[config.mk]
export PLATFORM = sky130hd
export DESIGN_NAME = dual_stack_shared_buffer_core
export DESIGN_NICKNAME = d
export VERILOG_FILES = /design/src/rtl/dssb_pkg.sv /design/src/rtl/dual_stack_shared_buffer_core.sv /design/src/rtl/dssb_ctrl.sv /design/src/rtl/dssb_dp.sv
export VERILOG_INCLUDE_DIRS = /design/src /design/src/rtl
export SDC_FILE = /design/constraint.sdc
export NUM_CORES = 1
export LEC_CHECK = 0
export ABC_AREA = 1
export BUFFER_PORTS_ARGS = -buffer_cell sky130_fd_sc_hd__buf_2
export CAP_MARGIN = 20
export CORE_UTILIZATION = 50
export CTS_CLUSTER_DIAMETER = 120
export CTS_CLUSTER_SIZE = 12
export DETAILED_ROUTE_END_ITERATION = 7
export PLACE_DENSITY = 0.71
export SYNTH_ARGS = -nofsm -noshare
export SYNTH_HDL_FRONTEND = slang
export SYNTH_SLANG_ARGS = --single-unit
[constraint.sdc]
create_clock -name clk -period 11.98 [get_ports clk]
set_clock_uncertainty 0.15 [all_clocks]
set_input_delay 0.599 -clock clk [delete_from_list [all_inputs] [get_ports clk]]
set_output_delay 0.599 -clock clk [all_outputs]
set_load 0.05 [all_outputs]
[src/rtl/dual_stack_shared_buffer_core_defines.svh]
// ----------------------------------------------------------------------------
// Dual stack shared buffer assertion macros
// Clocked assertion helpers used by the datapath RTL file of the block.
// ----------------------------------------------------------------------------
`ifndef DUAL_STACK_SHARED_BUFFER_CORE_DEFINES_SVH
`define DUAL_STACK_SHARED_BUFFER_CORE_DEFINES_SVH

// Checked at every edge outside reset.
`define DSSB_ASSERT(lbl, clk_sig, rst_sig, prop, msg) \
  lbl: assert property (@(posedge clk_sig) disable iff (rst_sig) prop) else $error(msg);

// Checked at every edge, reset included.
`define DSSB_ASSERT_ALWAYS(lbl, clk_sig, prop, msg) \
  lbl: assert property (@(posedge clk_sig) prop) else $error(msg);

`endif

[src/rtl/dssb_pkg.sv]
// ----------------------------------------------------------------------------
// Dual stack shared buffer package
// Request and status codes and the controller to datapath interface types.
// ----------------------------------------------------------------------------
`default_nettype none

package dssb_pkg;

  localparam logic CMD_PUSH = 1'b0;
  localparam logic CMD_POP  = 1'b1;

  localparam logic STACK_ONE = 1'b0;
  localparam logic STACK_TWO = 1'b1;

  localparam logic [1:0] STATUS_OK        = 2'd0;
  localparam logic [1:0] STATUS_OVERFLOW  = 2'd1;
  localparam logic [1:0] STATUS_UNDERFLOW = 2'd2;

  localparam int VALUE_W = 32;
  localparam int BYTE_W  = 8;

  typedef struct packed {
    logic capture;
    logic exec;
    logic load;
  } dssb_cmd_t;

  typedef struct packed {
    logic out_free;
  } dssb_sts_t;

endpackage

`default_nettype wire

[src/rtl/dual_stack_shared_buffer_core.sv]
// Flow: the controller runs capture, registered store access and result load in
// turn; a new request is accepted only after the previous result is loaded, and
// the load waits while the output register still holds an unaccepted result.
// Reset: synchronous, active high; both stacks read as empty afterwards and the
// store contents stay undefined until written. No clearing pass is needed.
// ----------------------------------------------------------------------------
// Dual stack shared buffer core
// Two LIFO stacks in one word store, stack one growing up, stack two down.
// ----------------------------------------------------------------------------
`default_nettype none

module dual_stack_shared_buffer_core #(
  parameter int DEPTH = 16
) (
  input  wire logic        clk,
  input  wire logic        rst,
  input  wire logic        s_tvalid,
  output logic             s_tready,
  input  wire logic [31:0] s_tdata,   // push_value[31:0]
  input  wire logic [1:0]  s_tuser,   // command[0], which_stack[1]
  output logic             m_tvalid,
  input  wire logic        m_tready,
  output logic [39:0]      m_tdata,   // popped_value[31:0], store_full[32],
                                      // first_empty[33], second_empty[34], zero[39:35]
  output logic [1:0]       m_tuser    // status[1:0]
);
  import dssb_pkg::*;

  dssb_cmd_t cmd;
  dssb_sts_t sts;

  dssb_ctrl u_ctrl (
    .clk      (clk),
    .rst      (rst),
    .s_tvalid (s_tvalid),
    .s_tready (s_tready),
    .cmd      (cmd),
    .sts      (sts)
  );

  dssb_dp #(
    .DEPTH (DEPTH)
  ) u_dp (
    .clk      (clk),
    .rst      (rst),
    .cmd      (cmd),
    .sts      (sts),
    .s_tdata  (s_tdata),
    .s_tuser  (s_tuser),
    .m_tvalid (m_tvalid),
    .m_tready (m_tready),
    .m_tdata  (m_tdata),
    .m_tuser  (m_tuser)
  );

endmodule

`default_nettype wire

[src/rtl/dssb_ctrl.sv]
// ----------------------------------------------------------------------------
// Dual stack shared buffer controller
// Sequences one request through capture, execution and result load.
// ----------------------------------------------------------------------------
`default_nettype none

module dssb_ctrl (
  input  wire logic               clk,
  input  wire logic               rst,
  input  wire logic               s_tvalid,
  output logic                    s_tready,
  output dssb_pkg::dssb_cmd_t     cmd,
  input  wire dssb_pkg::dssb_sts_t sts
);
  import dssb_pkg::*;

  typedef enum logic [1:0] {
    IDLE,
    EXEC,
    DONE
  } state_t;

  state_t state;

  always_ff @(posedge clk) begin
    if (rst) begin
      state <= IDLE;
    end else begin
      unique case (state)
        IDLE: begin
          if (s_tvalid) begin
            state <= EXEC;
          end
        end
        EXEC: begin
          state <= DONE;
        end
        DONE: begin
          if (sts.out_free) begin
            state <= IDLE;
          end
        end
        default: begin
          state <= IDLE;
        end
      endcase
    end
  end

  always_comb begin
    s_tready    = (state == IDLE);
    cmd.capture = (state == IDLE) && s_tvalid;
    cmd.exec    = (state == EXEC);
    cmd.load    = (state == DONE) && sts.out_free;
  end

endmodule

`default_nettype wire

[src/rtl/dssb_dp.sv]
// ----------------------------------------------------------------------------
// Dual stack shared buffer datapath
// Stack counters, the shared word store and the output register.
// ----------------------------------------------------------------------------
`default_nettype none

`include "dual_stack_shared_buffer_core_defines.svh"

module dssb_dp #(
  parameter int DEPTH = 16
) (
  input  wire logic                 clk,
  input  wire logic                 rst,
  input  wire dssb_pkg::dssb_cmd_t  cmd,
  output dssb_pkg::dssb_sts_t       sts,
  input  wire logic [31:0]          s_tdata,
  input  wire logic [1:0]           s_tuser,
  output logic                      m_tvalid,
  input  wire logic                 m_tready,
  output logic [39:0]               m_tdata,
  output logic [1:0]                m_tuser
);
  import dssb_pkg::*;

  localparam int AW = (DEPTH > 1) ? $clog2(DEPTH) : 1;
  localparam int CW = $clog2(DEPTH + 1);
  localparam logic [CW-1:0] DEPTH_C     = CW'(DEPTH);
  localparam logic [CW-1:0] DEPTH_M1_C  = CW'(DEPTH - 1);

  logic [VALUE_W-1:0] mem [DEPTH];

  logic               req_cmd;
  logic               req_sel;
  logic [VALUE_W-1:0] req_val;

  logic [CW-1:0]      count_one;
  logic [CW-1:0]      count_two;
  logic [CW-1:0]      count_one_next;
  logic [CW-1:0]      count_two_next;

  logic [1:0]         pend_status;
  logic               pend_pop_ok;
  logic               pend_sel;
  logic [VALUE_W-1:0] rd_data;

  logic [VALUE_W-1:0] out_value;
  logic               out_full;
  logic               out_empty_one;
  logic               out_empty_two;
  logic [1:0]         out_status;

  logic [CW-1:0]      count_sum;
  logic               is_full;
  logic               sel_empty;
  logic [1:0]         exec_status;
  logic [CW-1:0]      addr_wide;
  logic [AW-1:0]      addr;
  logic               wr_en;
  logic [VALUE_W-1:0] wr_data;
  logic [VALUE_W-1:0] popped;

  assign count_sum = count_one + count_two;
  assign is_full   = (count_sum == DEPTH_C);
  assign sel_empty = (req_sel == STACK_ONE) ? (count_one == '0) : (count_two == '0);

  always_comb begin
    count_one_next = count_one;
    count_two_next = count_two;
    wr_en          = 1'b0;
    addr_wide      = '0;
    exec_status    = STATUS_OK;
    wr_data        = (req_sel == STACK_ONE) ? req_val
                                            : {{(VALUE_W-BYTE_W){1'b0}}, req_val[BYTE_W-1:0]};
    if (req_cmd == CMD_PUSH) begin
      addr_wide = (req_sel == STACK_ONE) ? count_one : (DEPTH_M1_C - count_two);
      if (is_full) begin
        exec_status = STATUS_OVERFLOW;
      end else begin
        wr_en = cmd.exec;
        if (req_sel == STACK_ONE) begin
          count_one_next = count_one + CW'(1);
        end else begin
          count_two_next = count_two + CW'(1);
        end
      end
    end else begin
      addr_wide = (req_sel == STACK_ONE) ? (count_one - CW'(1)) : (DEPTH_C - count_two);
      if (sel_empty) begin
        exec_status = STATUS_UNDERFLOW;
      end else if (req_sel == STACK_ONE) begin
        count_one_next = count_one - CW'(1);
      end else begin
        count_two_next = count_two - CW'(1);
      end
    end
  end

  assign addr = addr_wide[AW-1:0];

  always_ff @(posedge clk) begin
    if (cmd.capture) begin
      req_cmd <= s_tuser[0];
      req_sel <= s_tuser[1];
      req_val <= s_tdata;
    end
  end

  always_ff @(posedge clk) begin
    if (wr_en) begin
      mem[addr] <= wr_data;
    end
  end

  always_ff @(posedge clk) begin
    if (cmd.exec) begin
      rd_data <= mem[addr];
    end
  end

  always_ff @(posedge clk) begin
    if (rst) begin
      count_one <= '0;
      count_two <= '0;
    end else if (cmd.exec) begin
      count_one <= count_one_next;
      count_two <= count_two_next;
    end
  end

  always_ff @(posedge clk) begin
    if (cmd.exec) begin
      pend_status <= exec_status;
      pend_pop_ok <= (req_cmd == CMD_POP) && (exec_status == STATUS_OK);
      pend_sel    <= req_sel;
    end
  end

  always_comb begin
    if (!pend_pop_ok) begin
      popped = '0;
    end else if (pend_sel == STACK_TWO) begin
      popped = {{(VALUE_W-BYTE_W){1'b0}}, rd_data[BYTE_W-1:0]};
    end else begin
      popped = rd_data;
    end
  end

  always_ff @(posedge clk) begin
    if (rst) begin
      m_tvalid <= 1'b0;
    end else if (cmd.load) begin
      m_tvalid <= 1'b1;
    end else if (m_tready) begin
      m_tvalid <= 1'b0;
    end
  end

  always_ff @(posedge clk) begin
    if (cmd.load) begin
      out_value     <= popped;
      out_status    <= pend_status;
      out_full      <= is_full;
      out_empty_one <= (count_one == '0);
      out_empty_two <= (count_two == '0);
    end
  end

  assign sts.out_free = !m_tvalid || m_tready;
  assign m_tdata      = {5'b0, out_empty_two, out_empty_one, out_full, out_value};
  assign m_tuser      = out_status;

  `DSSB_ASSERT(a_count_bound, clk, rst, count_sum <= DEPTH_C, "stack counts exceed store depth")
  `DSSB_ASSERT(a_push_grows, clk, rst, cmd.exec && wr_en |=> count_sum == $past(count_sum) + CW'(1), "accepted push did not grow the stacks by one")
  `DSSB_ASSERT(a_refused_zero, clk, rst, m_tvalid && out_status != STATUS_OK |-> out_value == '0, "refused request returned a nonzero value")
  `DSSB_ASSERT_ALWAYS(a_reset_idle, clk, rst |=> !m_tvalid, "result valid right after reset")

endmodule

`default_nettype wire

==> results of run 1 <==
==> state kept, by name (all words and copies together), names as in the netlist, 2 cells and up <==
| register | cells |
|---|---|
| u_ctrl.state | 2 |
| u_dp.count_one | 5 |
| u_dp.count_two | 5 |
| u_dp.m_tuser | 2 |
| u_dp.mem | 512 |
| u_dp.out_value | 32 |
| u_dp.pend_status | 2 |
| u_dp.rd_data | 32 |
| u_dp.req_val | 32 |
==> power groups by stage <==
stage | Sequential [uW] | Clock, uW | Combinational, uW
floorplan | 2540 | 0 | 351
global placement | 2540 | 0 | 471
detailed placement | 2540 | 0 | 482
CTS | 2500 | 1690 | 493
global route | 2500 | 1750 | 560
finish | 2500 | 1660 | 497
==> layout by cell type, fill, tap and decap left out, drive strengths merged, types with 5 or more instances in the layout <==
master,netlist,layout
nand2,1444,1444
edfxtp,619,619
inv,166,166
buf,104,116
nor2,90,90
clkbuf,13,71
dlygate4sd3,0,34
nand3,20,20
nand4,15,15
dfxtp,13,13
ha,11,11
a21oi,9,9
nor3,6,6
conb,1,5
o21ai,5,5
==> critical path, stage by stage (launching register included) <==
cell and delay [ns]:
edfxtp_1 0.71, inv_4 0.25, a21oi_1 0.06, o21ai_1 0.17
nand2_4 0.43, inv_4 0.90, nand4_1 0.59, nor2_4 0.70
buf_4 0.40
==> layer usage <==
metal	up-vias	part of all wire
met5	-	0
li1	8258	-
met4	0	0.028
met1	8209	0.42
met3	130	0.070
met2	626	0.48
==> worst min path at each step <==
stage                                            to  depth (start not counted)  slack, ns
final                        u_dp.req_sel$_DFFE_PP_                          1       0.03
after global routing         u_dp.req_sel$_DFFE_PP_                          1       0.01
after CTS                    u_dp.req_sel$_DFFE_PP_                          1      0.003
after detailed placement  u_dp.m_tuser[0]$_DFFE_PP_                          0       0.28
after global placement    u_dp.m_tuser[1]$_DFFE_PP_                          0       0.26
after floorplan           u_dp.m_tuser[0]$_DFFE_PP_                          0       0.25
==> kinds of logic after synthesis <==
family / share of synthesized area
xor+xnor: 0.002629
compound gates: 0.003615
other cells: 0.0001407
simple gates: 0.2273
fa+ha+maj: 0.006667
flops: 0.7072
buf+inv: 0.05239
==> layout make-up <==
class | count | area (um^2) | area share
clock inverter | 3 | 62.56 | 0.002110
inverter | 166 | 630.6 | 0.02127
sequential | 632 | 18850 | 0.6356
tap | 688 | 860.8 | 0.02903
clock buffer | 70 | 1518 | 0.05118
multi-input combinational | 1619 | 6576 | 0.2218
timing repair buffer | 151 | 1157 | 0.03903
==> through the flow <==
step / cells / total power (uW) / hold WS (ns) / area (um^2) / util
final: 3329 / 4649 / 0.02712 / 29650 / 0.5632
after global routing: 3329 / 4812 / 0.01144 / 29650 / 0.5632
after CTS: 3317 / 4674 / 0.002713 / 29540 / 0.5610
after detailed placement: 3210 / 3024 / 0.2757 / 27620 / 0.5245
after global placement: 3203 / 3013 / 0.2578 / 27460 / 0.5215
after floorplan: 2534 / 2895 / 0.2503 / 26670 / -
==> repair_timing <==
| item | in CTS | in global routing |
|---|---|---|
| setup endpoints to repair | 0 | 0 |
| setup buffers | 0 | 0 |
| hold buffers | 34 | 0 |
| hold endpoints to repair | 35 | 0 |
| gates resized for setup | 0 | 0 |
==> metrics.yaml, run 1 <==
flow_run:
  maxCapViolations: 0
hold_path:
  hold_path.class: "in2reg"
  hold_start: "s_tuser[1]"
cts:
  cts.clk_slew.worst_paths_ns: 0.06
  clock_latency_ns: 0.63
  tritoncts: "done"
  numCtsBuffers: 58
  cts_sinks: 632
  cts-htree-levels: 2
  clockBufferDepth: 3
  clockRootBuffer: "clkbuf_16"
place:
  pre_cts_slack_ns: 7.291
  gp_congestion: 0.8327
  dpl.hpwl_mm: 33.33
  port_buffers: 76
floorplanning:
  num_rows: 84
  dieWidth_um: 232.9
  dieArea_um2: 54230
  die_h_um: 232.9
  io_pins: 82
  start_util: 0.5061
  core_area_um2: 52660
yosys:
  async_flop_share: 0
  synth_top_area_share: 0.6975
  synth.top_cells.by_area: "edfxtp_1 70%, nand2_1 20%, inv_1 2.2%"
  yosysWarnings: 0
  synthCells: 2530
  synth_edf_count: 619
  ys_top_cells_by_count: "1433 x nand2_1, 619 x edfxtp_1, 157 x inv_1"
  synth_seq_cells: 632
  synth-main-ff-cell: "edfxtp_1"
  ys_seq_area_frac: 0.7072
  yosysMostFrequentCell: "nand2_1"
  syn_avg_cell_area_um2: 10.53
  yosys.cell_types.count: 32
  synth_area_um2: 26650
  synth.largest_area_cell: "edfxtp_1"
detailed_routing:
  antenna_left: 0
  routed_wl_mm: 61.32
  drc: 0
  viasPerCell: 5.174
  drt_first_pass_iters: 5
  vias: 17220
  initialDrtViolationCount: 1771
  wl_per_cell_um: 18.42
grt:
  grt.busiest_layer: "met2"
  grt.overflow.total: 0
  track_usage: 0.2313
  grt_max_degree: 161
  use_met1: 0.3096
  grt_pass1_vias: 16970
  grt_pass1_wl_mm: 94.79
  use_met3: 0.03603
  grtUsageMet2: 0.3849
  antenna_found_initial: 0
power_and_ir_drop:
  power.density_nw_per_um2: 156.8
  p_int_uw: 3505
  peakVddDrop_uv: 118.4
  clkPwrFrac: 0.356
  swShare: 0.2459
  pwr-share-comb: 0.107
  pwr-share-seq: 0.537
  power_switching_uw: 1143
  leakagePower_uw: 0.01250
setup_path:
  worstRegToRegCells: 8
  crit_required_ns: 12.12
  crit_end: "u_dp.mem[15][9]$_DFFE_PP_"
  cp-startpoint: "u_dp.req_cmd$_DFFE_PP_"
  end_kind: "flop"
  critical_path.max_fanout: 78
  cp-start-kind: "flop"
  r2r_start: "u_dp.req_cmd$_DFFE_PP_"
  crit_arrival_ns: 4.95
  reg2reg_to: "u_dp.mem[15][9]$_DFFE_PP_"
  crit_type: "reg2reg"
  r2r_setup_slack_ns: 7.17
finish:
  fin_nets: 2679
  nFillCells: 4286
  antennaDiodeCount: 0
  area_growth_pct: 11.27
  layout-drive-gt1-share: 0.08482
timing:
  rsz0062_at_grt: "no"
  layout_setup_ws_ns: 7.171
  slew_violations: 0
  finalCritPeriodShare: 0.4014
  worst_slew_pin_slew_ns: 1.145
  setup_violations: 0
  fin_crit_ns: 4.809
  tns_ns: 0
  max_clock_freq_mhz: 208.0
  slew_headroom: 0.2369
  hold_violations: 0
run_status:
  status: "finished, final reports clean"
(Power assumes the default switching activity.)
==> inputs of run 2 (changes only) <==
==> constraint.sdc (replaced) <==
create_clock -name clk -period 4.9 [get_ports clk]
set_clock_uncertainty 0.15 [all_clocks]
set_input_delay 0.245 -clock clk [delete_from_list [all_inputs] [get_ports clk]]
set_output_delay 0.245 -clock clk [all_outputs]
set_load 0.05 [all_outputs]
==> metrics.yaml, run 2 (same netlist as run 1, synthesis figures left out) <==
detailed_routing:
  routed_wl_mm: 60.89
  initialDrtViolationCount: 1778
  antenna_left: 0
  viasPerCell: 5.170
  vias: 17240
  drt_first_pass_iters: 7
  wl_per_cell_um: 18.26
  drc: 0
finish:
  top_register: "u_dp.mem"
  area_growth_pct: 11.39
  final_cell_mix: "1433 x nand2_1, 619 x edfxtp_1, 157 x inv_1, 76 x buf_2, 73 x nor2_1"
  final_common_cell: "nand2_1"
  antennaDiodeCount: 0
  stdcell_count: 3334
  largest_register_ffs: 512
  fin_area_um2: 29690
  layout-drive-gt1-share: 0.08503
  nFillCells: 4345
  fin_nets: 2684
cts:
  cts_sinks: 632
  cts.clk_slew.worst_paths_ns: 0.06
  clockRootBuffer: "clkbuf_16"
  clockBufferDepth: 3
  post_cts_buffers: 0
  cts_resized: 0
  numCtsBuffers: 58
  tritoncts: "done"
  cts-htree-levels: 2
  clock_latency_ns: 0.62
grt:
  grt_max_degree: 200
  antenna_found_initial: 0
  grt.overflow.total: 0
  grt_pass1_wl_mm: 94.52
  track_usage: 0.2297
  grt_pass1_vias: 16920
power_and_ir_drop:
  peakVddDrop_uv: 295.7
  power_switching_uw: 2764
  clkPwrFrac: 0.355
  swShare: 0.2439
  power.density_nw_per_um2: 381.8
  leakagePower_uw: 0.01253
  p_int_uw: 8570
  pwr-share-seq: 0.539
  pwr-share-comb: 0.106
setup_path:
  crit_type: "reg2reg"
  critical_path.max_fanout: 53
  crit_end: "u_dp.rd_data[19]$_DFFE_PN_"
  r2r_setup_slack_ns: 1.25
  cp-start-kind: "flop"
  crit_arrival_ns: 3.98
  worstRegToRegCells: 12
  cp-startpoint: "u_dp.req_cmd$_DFFE_PP_"
  crit_required_ns: 5.24
  reg2reg_to: "u_dp.rd_data[19]$_DFFE_PN_"
  r2r_start: "u_dp.req_cmd$_DFFE_PP_"
  end_kind: "flop"
timing:
  worst_slew_pin_slew_ns: 1.150
  hold_violations: 0
  max_clock_freq_mhz: 274.1
  rsz0062_at_grt: "no"
  tns_ns: 0
  finalCritPeriodShare: 0.7445
  fin_crit_ns: 3.648
  slew_headroom: 0.2318
  layout_setup_ws_ns: 1.252
  slew_violations: 0
  setup_violations: 0
floorplanning:
  num_rows: 84
  dieArea_um2: 54230
  start_util: 0.5061
  io_pins: 82
  die_h_um: 232.9
  dieWidth_um: 232.9
  core_area_um2: 52660
place:
  dpl.hpwl_mm: 32.66
  dp_cells: 3214
  pre_cts_slack_ns: 1.292
  gp_congestion: 0.8370
  placed_area_um2: 27640
  port_buffers: 76
run_status:
  status: "finished, final reports clean"
hold_path:
  hold_path.class: "in2reg"
  hold_start: "s_tdata[26]"
flow_run:
  maxCapViolations: 0
[run 2: cell count changes in the layout (fill, tap and decap cells not counted)]
cell	before	now
buf_12	6	5
buf_16	2	1
buf_4	30	34
clkbuf_8	1	0
dlygate4sd3_1	34	38
nor3_2	6	2
nor3_4	0	4
[run 2: worst min path at each step]
| stage | slack [ns] | endpoint | cells after the start |
|---|---|---|---|
| finish | 0.17 | u_dp.req_val[26]$_DFFE_PP_ | 2 |
| global route | 0.17 | u_dp.req_val[27]$_DFFE_PP_ | 2 |
| CTS | 0.14 | u_dp.req_val[11]$_DFFE_PP_ | 2 |
| detailed placement | 0.26 | u_dp.m_tuser[1]$_DFFE_PP_ | 0 |
| global placement | 0.27 | u_dp.req_val[13]$_DFFE_PP_ | 1 |
| floorplan | 0.16 | u_ctrl.state[1]$_SDFFE_PP0P_ | 1 |
[run 2: power groups by stage]
stage	logic, uW	clock network (uW)	registers (uW)
6_report	1200	4020	6110
5_1_grt	1350	4280	6110
4_1_cts	1190	4110	6110
3_5_place_dp	1160	0	6220
3_3_place_gp	1140	0	6220
2_1_floorplan	861	0	6220
[run 2: stage by stage]
step	util	hold slack, ns	total power [uW]
4_1_cts	0.5621	0.1377	11410
3_3_place_gp	0.5246	0.2731	7358
6_report	0.5638	0.1736	11330
2_1_floorplan	-	0.1641	7079
5_1_grt	0.5638	0.1688	11740
3_5_place_dp	0.5248	0.2643	7388
[run 2: timing repair]
item,in CTS,in global routing
hold buffers,38,0
endpoints found under the hold margin,47,0
setup endpoints to repair,0,0
[run 2: final cells by class]
type	count	area (um^2)	area share
flip-flops and latches	632	18850	0.6349
inverters	166	630.6	0.02124
repair buffers	156	1166	0.03928
clock inverters	3	62.56	0.002107
well taps	688	860.8	0.02900
clock buffers	70	1518	0.05112
multi-input cells	1619	6601	0.2224
[run 2: layer usage]
layer	vias up	global-route usage	wire length, um
met2	583	0.3866	29520
li1	8274	-	-
met5	-	0	0
met3	120	0.03235	3801
met1	8261	0.3009	25390
met4	0	0.09028	2177
[run 2: critical path, cell delays in order, from the launching register on]
cell and delay, ns:
edfxtp_1 0.82, inv_4 0.15, a21oi_1 0.15, o21ai_1 0.11, nand2_4 0.34, buf_4 0.55, buf_4 0.66, nand2_1 0.14
nand2_1 0.11, nand2_1 0.05, nand2_1 0.11, inv_1 0.04, nand2_1 0.06
==> inputs of run 3 (changes only) <==
==> constraint.sdc (replaced) <==
create_clock -name clk -period 3.5 [get_ports clk]
set_clock_uncertainty 0.15 [all_clocks]
set_input_delay 0.175 -clock clk [delete_from_list [all_inputs] [get_ports clk]]
set_output_delay 0.175 -clock clk [all_outputs]
set_load 0.05 [all_outputs]
==> metrics.yaml, run 3 (same netlist as run 1, synthesis figures left out) <==
setup_path:
  r2r_start: "u_dp.count_two[1]$_SDFFE_PP0P_"
  cp-startpoint: "u_dp.count_two[1]$_SDFFE_PP0P_"
  cp_slowest_cell: "buf_4"
  crit_top_cell: "nand2_1"
  end_kind: "flop"
  crit_arrival_ns: 3.37
  critical_path.max_fanout: 41
  cp-start-kind: "flop"
  crit_type: "reg2reg"
  cp_cell_sequence: "inv_1, ha_1, a21oi_1, o21ai_1, nand2_4, buf_4, buf_4, nand2_1, nand2_1, nand2_1, nand2_1, inv_1, nand2_1"
  slowest_delay_ns: 0.51
  crit_required_ns: 3.84
timing:
  max_clock_freq_mhz: 330.4
  finalCritPeriodShare: 0.8648
  worst_slew_pin_slew_ns: 1.074
  slew_headroom: 0.2816
  layout_setup_ws_ns: 0.4730
  slew_violations: 0
  setup_violations: 0
  fin_crit_ns: 3.027
  rsz0062_at_grt: "no"
  hold_violations: 0
  whs_ns: 0.1122
place:
  dp_cells: 3245
  dpl.hpwl_mm: 33.49
  gp_congestion: 0.8367
  pre_cts_slack_ns: 0.4936
  placed_area_um2: 27900
  port_buffers: 76
cts:
  tritoncts: "done"
  cts.clk_slew.worst_paths_ns: 0.06
  cts-htree-levels: 2
  numCtsBuffers: 58
  clockBufferDepth: 3
  post_cts_buffers: 0
  clockRootBuffer: "clkbuf_16"
  clock_latency_ns: 0.62
  cts_resized: 0
  cts_sinks: 632
  cts_hold_buf: 38
finish:
  top_register: "u_dp.mem"
  fin_nets: 2709
  antennaDiodeCount: 0
  stdcell_count: 3356
  area_growth_pct: 11.97
  layout-drive-gt1-share: 0.09295
  final_util: 0.5667
  largest_register_ffs: 512
  final_common_cell: "nand2_1"
  nFillCells: 4305
  fin_area_um2: 29840
  final_cell_mix: "1433 x nand2_1, 619 x edfxtp_1, 157 x inv_1, 76 x buf_2, 73 x nor2_1"
detailed_routing:
  routed_wl_mm: 61.53
  antenna_left: 0
  vias: 17140
  drt_first_pass_iters: 5
  drc: 0
  initialDrtViolationCount: 1607
  wl_per_cell_um: 18.33
  viasPerCell: 5.107
grt:
  grt.overflow.total: 0
  track_usage: 0.2331
  grt_max_degree: 110
  grt_pass1_vias: 16650
  antenna_found_initial: 0
  grt_pass1_wl_mm: 95.35
floorplanning:
  io_pins: 82
  dieArea_um2: 54230
  core_area_um2: 52660
  num_rows: 84
  start_util: 0.5061
  dieWidth_um: 232.9
  die_h_um: 232.9
power_and_ir_drop:
  power.density_nw_per_um2: 531.3
  leakagePower_uw: 0.01264
  peakVddDrop_uv: 372.8
hold_path:
  hold_path.class: "in2reg"
  hold_start: "s_tdata[18]"
run_status:
  status: "finished, final reports clean"
flow_run:
  maxCapViolations: 0
## run 3: metrics by stage
| stage | total power, uW | TNS (ns) |
|---|---|---|
| final | 15850 | 0 |
| after global routing | 16420 | 0 |
| after CTS | 15950 | 0 |
| after detailed placement | 10370 | 0 |
| after global placement | 10330 | 0 |
| after floorplan | 9910 | -250.00 |
## run 3: area by class of cell
cell class	instances	area (um^2)	share of cell area
multi-input combinational	1619	6601	0.2212
clock inverter	2	46.29	0.001551
clock buffer	68	1489	0.04990
timing repair buffer	181	1364	0.04570
sequential	632	18850	0.6316
tap	688	860.8	0.02885
inverter	166	630.6	0.02113
## run 3: layer usage
metal / track usage / share of wire / routed length (um) / up-vias
met5: 0 / 0 / 0 / -
met4: 0.08292 / 0.030 / 1843 / 0
met3: 0.02525 / 0.058 / 3581 / 117
met2: 0.4002 / 0.49 / 30250 / 555
met1: 0.3071 / 0.42 / 25860 / 8149
li1: - / - / - / 8319
## run 3: report_power, final
part / leakage (uW) / internal (uW) / switching [uW]
Clock: 0.000748 / 3020 / 2590
Combinational: 0.00613 / 466 / 1240
Sequential: 0.00576 / 8470 / 69.2
Total: 0.0126 / 12000 / 3900
## run 3: final timing paths
| path | endpoint | depth (start not counted) | slack [ns] |
|---|---|---|---|
| max | u_dp.rd_data[19]$_DFFE_PN_ | 13 | 0.47 |
| min | u_dp.req_val[18]$_DFFE_PP_ | 2 | 0.11 |
| max reg2reg | u_dp.rd_data[19]$_DFFE_PN_ | 13 | 0.47 |
| min reg2reg | u_dp.m_tuser[1]$_DFFE_PP_ | 0 | 0.27 |
## run 3: worst max-delay path: cells and delay by family (launching register included)
| family | cells | cell delay [ns] |
|---|---|---|
| AO/OA/AOI/OAI | 2 | 0.26 |
| buffers and inverters | 4 | 1.17 |
| AND/OR/NAND/NOR | 6 | 0.54 |
| flip-flops | 1 | 0.45 |
| adder cells (fa/ha/maj) | 1 | 0.29 |
